`config.mk`:
```
export PLATFORM = sky130hd
export DESIGN_NAME = jsd_front
export DESIGN_NICKNAME = d
export VERILOG_FILES = /design/src/rtl/jsd_pkg.sv /design/src/rtl/jsd_front.sv
export SDC_FILE = /design/constraint.sdc
export NUM_CORES = 1
export LEC_CHECK = 0
export ABC_CLOCK_PERIOD_IN_PS = 6100
export BUFFER_PORTS_ARGS = -buffer_cell sky130_fd_sc_hd__buf_2
export CELL_PAD_IN_SITES_DETAIL_PLACEMENT = 0
export CELL_PAD_IN_SITES_GLOBAL_PLACEMENT = 2
export CORE_MARGIN = 8
export CORE_UTILIZATION = 40
export DETAILED_ROUTE_END_ITERATION = 8
export GPL_ROUTABILITY_DRIVEN = 1
export PLACE_DENSITY = 0.73
export REMOVE_ABC_BUFFERS = 1
export SLEW_MARGIN = 20
export SYNTH_ARGS = -nofsm -noshare
export SYNTH_HDL_FRONTEND = slang
export SYNTH_SLANG_ARGS = --single-unit
```
`constraint.sdc`:
```
create_clock -name i_clk -period 6.1 [get_ports i_clk]
set_clock_uncertainty 0.15 [all_clocks]
set_input_delay 0.61 -clock i_clk [delete_from_list [all_inputs] [get_ports i_clk]]
set_output_delay 0.61 -clock i_clk [all_outputs]
set_load 0.02 [all_outputs]
```
`src/rtl/jsd_pkg.sv`:
```
package jsd_pkg;

    // Field and register widths
    localparam int FIELD_W   = 17;
    localparam int BATCH_W   = 11;
    localparam int LOSS_W    = 32;
    localparam int TDATA_W   = 40;

    // log2 unit: input up to p+q, result e.f in Q.24
    localparam int X_W       = FIELD_W + 1;
    localparam int E_W       = 5;
    localparam int FRAC_W    = 24;
    localparam int LOG_W     = E_W + FRAC_W;
    localparam int M_W       = 32;
    localparam int STEP_W    = 5;

    // Pair term datapath
    localparam int D_W       = 31;
    localparam int PROD_W    = FIELD_W + 1 + D_W;
    localparam int A_W       = PROD_W + 1;
    localparam int SHIFT_W   = 40;
    localparam int TERM_W    = 40;
    localparam int SUM_W     = 65;
    localparam logic [15:0] LN2_Q16 = 16'd45426;
    localparam int SCALE_SH  = 17;
    localparam int LOSS_SH   = 8;

    // Register indexes
    localparam logic REG_MIN_EPS     = 1'b0;
    localparam logic REG_BATCH_COUNT = 1'b1;

    typedef struct packed {
        logic [FIELD_W-1:0] p;
        logic [FIELD_W-1:0] q;
        logic               last;
        logic               hit;
    } t_item;

    typedef enum logic [2:0] {
        S_IDLE,
        S_LOG,
        S_MUL,
        S_SUM,
        S_SCALE,
        S_ACC,
        S_DLOAD,
        S_DIV
    } t_state;

endpackage

```
`src/rtl/jsd_front.sv`:
```
module jsd_front (
    input  logic                          i_clk,
    input  logic                          i_rst_n,
    input  logic                          i_valid,
    output logic                          o_ready,
    input  logic [jsd_pkg::FIELD_W-1:0]   i_p,
    input  logic [jsd_pkg::FIELD_W-1:0]   i_q,
    input  logic                          i_last,
    input  logic [jsd_pkg::FIELD_W-1:0]   i_min_eps,
    output logic                          o_valid,
    output jsd_pkg::t_item                o_item,
    input  logic                          i_pop
);
    localparam int DEPTH = 4;
    localparam int PTR_W = 2;

    jsd_pkg::t_item r_mem [DEPTH];
    logic [PTR_W-1:0] r_wr, n_wr, r_rd, n_rd;
    logic [PTR_W:0]   r_cnt, n_cnt;
    logic             push;
    jsd_pkg::t_item   item;

    // classify the beat
    always_comb begin
        item.p    = i_p;
        item.q    = i_q;
        item.last = i_last;
        item.hit  = (i_p > i_min_eps) && (i_q > i_min_eps);
    end

    assign o_ready = (r_cnt != (PTR_W+1)'(DEPTH));
    assign push    = i_valid && o_ready;
    assign o_valid = (r_cnt != '0);
    assign o_item  = r_mem[r_rd];

    always_comb begin
        n_wr  = push  ? r_wr + 1'b1 : r_wr;
        n_rd  = i_pop ? r_rd + 1'b1 : r_rd;
        n_cnt = r_cnt + (PTR_W+1)'(push) - (PTR_W+1)'(i_pop);
    end

    always_ff @(posedge i_clk) begin
        if (!i_rst_n) begin
            r_wr  <= '0;
            r_rd  <= '0;
            r_cnt <= '0;
        end else begin
            r_wr  <= n_wr;
            r_rd  <= n_rd;
            r_cnt <= n_cnt;
        end
    end

    always_ff @(posedge i_clk) begin
        if (push) begin
            r_mem[r_wr] <= item;
        end
    end

endmodule

```
=== Word-level counts from Yosys, hierarchy flattened ===
Memories as Yosys holds them, arrays and structs flattened. A register that Yosys moved wholly into a read port is not among the register bits.
Index checks and enable logic that the tools add are counted.
W data, S select, Z words.

* Register bits: 7
* Output and inout port bits: 38
* Memory bits (writable): 144
* Input bits: 56
* Bits in latches: 0
* Memories kept: 1
* Logic and storage cells: 18
* Bits in read-only memories: 0

* Add/sub/neg operators: 4
* Equal/unequal tests: 1
* Bitwise gates (word level): 0
* Divide/modulo/power cells: 0
* Reduce and logical (&&, ||, !) cells: 3
* Muxes and demuxes: 4
* Shifts and indexed selects: 0
* $mul: 0
* Order comparisons: 2

{| class="wikitable"
|+ Memory list
! name !! words !! width !! rd ports !! clocked after Yosys merged registers in !! write ports !! line !! RTL
|-
| r_mem || 4 || 36 || 1 || 1 || 1 || jsd_front.sv:17 || <nowiki>jsd_pkg::t_item r_mem [DEPTH];</nowiki>
|}

{| class="wikitable"
|+ Operators by type and width
! operator !! number
|-
| $gt A17 B17 Y1 || 2
|-
| $add A2 B1 Y2 const B || 2
|-
| $mux W2 || 2
|-
| $add A3 B1 Y3 || 1
|-
| $ne A3 B3 Y1 const B || 1
|-
| $reduce_bool A3 Y1 || 1
|-
| $sub A3 B1 Y3 || 1
|-
| $logic_and A1 B1 Y1 || 2
|-
| $mux W1 || 2
|}

=== Logic depth before layout (Yosys ltp) ===
* Word-level depth: 4
* Depth in mapped cells: 11

=== Worst setup path after synthesis ===
OpenSTA, ideal clock, no wires.

* Kind: flip-flop to flip-flop
* From: register r_cnt[1]
* To: register r_cnt[2]
* Setup slack: 3765 ps
* Clock period less this slack: 2335 ps
* Path buffers: 0
* Data arrival time: 2070 ps
* Stages on the path, launching flop included: 12
* Data required time: 5835 ps
* Cell sequence: dfxtp_1 > nor2_1 > nand2_1 > and2_1 > inv_2 > ha_1 > inv_1 > ha_1 > fa_1 > xnor2_1 > xnor2_1 > and2_1

* Word-level cells in the longest chain between the ends: 4

{| class="wikitable"
|+ Ends and longest elaborated chain
! element !! line !! RTL
|-
| from (decl) || jsd_front.sv:19 || <nowiki>logic [PTR_W:0] r_cnt, n_cnt;</nowiki>
|-
| from (signal assigned) || jsd_front.sv:50 || <nowiki>r_cnt <= n_cnt;</nowiki>
|-
| $ne A3 B3 Y1 || jsd_front.sv:31 || <nowiki>assign o_ready = (r_cnt != (PTR_W+1)'(DEPTH));</nowiki>
|-
| named net o_ready || jsd_front.sv:5 || <nowiki>output logic o_ready,</nowiki>
|-
| $logic_and A1 B1 Y1 || jsd_front.sv:32 || <nowiki>assign push = i_valid && o_ready;</nowiki>
|-
| $add A3 B1 Y3 || jsd_front.sv:39 || <nowiki>n_cnt = r_cnt + (PTR_W+1)'(push) - (PTR_W+1)'(i_pop);</nowiki>
|-
| $sub A3 B1 Y3 || jsd_front.sv:39 ||
|}

The timed path passes the listed nets, and every way through them passes these cells.
A chain may end at the register's enable or synchronous reset.

==> flow_summary.ini <==
[sta]
final-setup-viol-count = 0
period_minus_slack_ns = 3.21
worst_pin_slew_ns = 1.04
max_slew_margin_pct = 30.8
setup-tns-final_ns = 0
post-route-period-util_pct = 52.6
final_worst_setup_slack_ns = 2.89
max_freq_mhz = 311
final_max_slew_viol_count = 0
timing_hold_violations_final = 0
rsz0062_at_grt = no

[cells_and_area]
commonest_non_fill_non_tap_cells_in_the_layout = edfxtp_1 (144), buf_2 (93), ha_1 (40)
mostFrequentLayoutCell = edfxtp_1
post_synthesis_to_final_layout_area_growth_pct = 20.1
n_fill_cell = 1317
fin_util_pct = 49.0
num_antenna_cells = 0
postLayoutCellArea_mm2 = 0.00776
num-nets-final = 541
final_layout_size_suffix_gt1_share_pct = 36.8

[cts]
tritoncts.num_buffers = 17
h-tree-depth = 4
tritoncts = done
ctsHoldBuffers = 0
clk_path_buf_depth = 2
clock_sink_count = 153
post-cts-setup-buffers = 0
worstSkewPairLatency_ns = 0.42
postCtsResizedCells = 0
clockRootBuffer = clkbuf_16
clkSlewWorstSetupHoldPaths_ns = 0.06

[grt]
gr-usage-met3_pct = 4.37
first_global_vias = 3726
grt_most_used_layer = met2
globalRouteTotalUtil_pct = 13.8
groute.layer.met1.usage_pct = 17.5
grt_pass1_wl_um = 20600
maximum_number_of_pins_on_one_net_before_global_route_repair = 37
grt_antenna_before_repair = 0
grt_overflow = 0
global_route.usage.met2_pct = 21.8

[drt]
wl_um = 13300
detail_route.first_pass.iterations = 5
vias_after_detailed_routing = 3324
routedWlPerCell_um = 19.7
postRouteAntennaNets = 0
drc = 0
initialDrtViolationCount = 203
via_per_instance_ratio = 4.94

[logic_synthesis]
synth.yosys.warnings = 0
netlist-cell-type-count = 32
yosys_register_bits = 153
number_of_flops_mapped_to_enable_cells_by_yosys = 144
dominantRegCellSynth = edfxtp_1
post_synthesis_sequential_area_ratio_pct = 69.8
mappedNetlistArea_mm2 = 0.00646
syn-instance-count = 339
postSynthAreaPerCell_um2 = 19.0
synth_async_sr_flop_share_pct = 0

[hold_path]
hold_path.startpoint = i_last
hold_class = in -> reg

[place]
post-place-ws_ns = 3.26
gp_routability_congestion = 0.692
placedInstanceArea_mm2 = 0.00715
numPortBuffers = 93
dpl.hpwl_um = 8810

[critical_path]
regToRegStartpoint = r_cnt[0]
cp_slowest_stage_delay_ns = 0.75
cp-end-kind = output pin
critPathRequiredTime_ns = 5.34
crit_family = flip-flops
start_kind = flip-flop
criticalPathCategory = reg -> out
critical_path_peak_fanout = 20
cp_num_buf_inv = 2
highest_delay_cell_along_the_critical_path = dfxtp_2
cells_traversed_along_the_worst_timing_path = buf_4 -> mux4_2 -> buf_2
timing.critical_path.arrival_ns = 2.45

[power_and_ir_drop]
power.ir.vdd_worst_mv = 0.211
power.density_mw_per_mm2 = 368
cellLeakagePower_nw = 2.86

[run]
drv.max_cap_violation_count = 0

[run_status]
outcome = complete, no violations

[die]
floorplan.initialDensity_pct = 40.8
fp.dieH_um = 143
die_area_mm2 = 0.0205
placeableCoreArea_mm2 = 0.0158
design.portCount = 94
row_count = 46
die_width_um = 143
==> cell type report <==
cell class,instances,area [µm²],share of cell area (%)
tap,216,270,3.48
timing repair buffer,94,473,6.10
sequential,153,4510,58.1
clock buffer,18,429,5.53
inverter,26,97.6,1.26
clock inverter,14,180,2.32
multi-input combinational,152,1800,23.2
==> registers in the layout, indices dropped and copies added, names as in the netlist, named ones only <==
signal,flops
r_rd,2
r_mem,144
r_cnt,3
r_wr,2
==> report_power, final <==
| part | switching, mW | internal (mW) |
|---|---|---|
| sequential | 0.0442 | 1.28 |
| clock | 0.400 | 0.678 |
| combinational | 0.273 | 0.185 |
==> path summary, 6_finish.rpt <==
path	to	slack [ns]	cells past startpoint
worst max-delay path	o_item[17]	2.89	3
worst min-delay path	r_mem[2][1]	0.27	1
worst max register to register	r_cnt[2]	3.72	11
worst min register to register	r_wr[1]	0.35	2
==> metal layers <==
layer	part of all wire [%]	wire length, µm
met1	46	6030
met2	48	6340
met3	5.7	756
met4	0.99	131
met5	0	0
==> cells in the mapped netlist (all sizes together), types with 5 or more instances <==
| cell type | number | share of area [%] |
|---|---|---|
| edfxtp | 144 | 67 |
| ha | 40 | 7.8 |
| mux4 | 36 | 13 |
| inv | 26 | 1.5 |
| a21oi | 11 | 0.85 |
| nand2 | 10 | 0.58 |
| dfxtp | 9 | 2.8 |
| and2 | 8 | 0.78 |
| nand4 | 8 | 0.78 |
| buf | 7 | 0.87 |
| o21ai | 7 | 0.54 |
| and3 | 5 | 0.48 |
==> stage by stage <==
stage,instances,power [mW],hold slack [ns]
6_report,673,2.86,0.275
5_1_grt,673,2.99,0.257
4_1_cts,673,2.89,0.253
3_5_place_dp,641,1.82,0.349
3_3_place_gp,641,1.81,0.343
2_1_floorplan,331,1.64,0.318
==> cell families (layout without fill, tap and decap cells) <==
family | Yosys count | count (layout) | share of synthesized area (%)
AO/OA/AOI/OAI | 29 | 29 | 3.08
XOR/XNOR | 5 | 5 | 0.678
adder cells (fa/ha/maj) | 41 | 41 | 8.06
buffers and inverters | 34 | 152 | 2.44
flip-flops | 153 | 153 | 69.8
multiplexers | 36 | 36 | 12.6
AND/OR/NAND/NOR | 41 | 41 | 3.43
No activity file was read; power rests on OpenSTA's default activity.
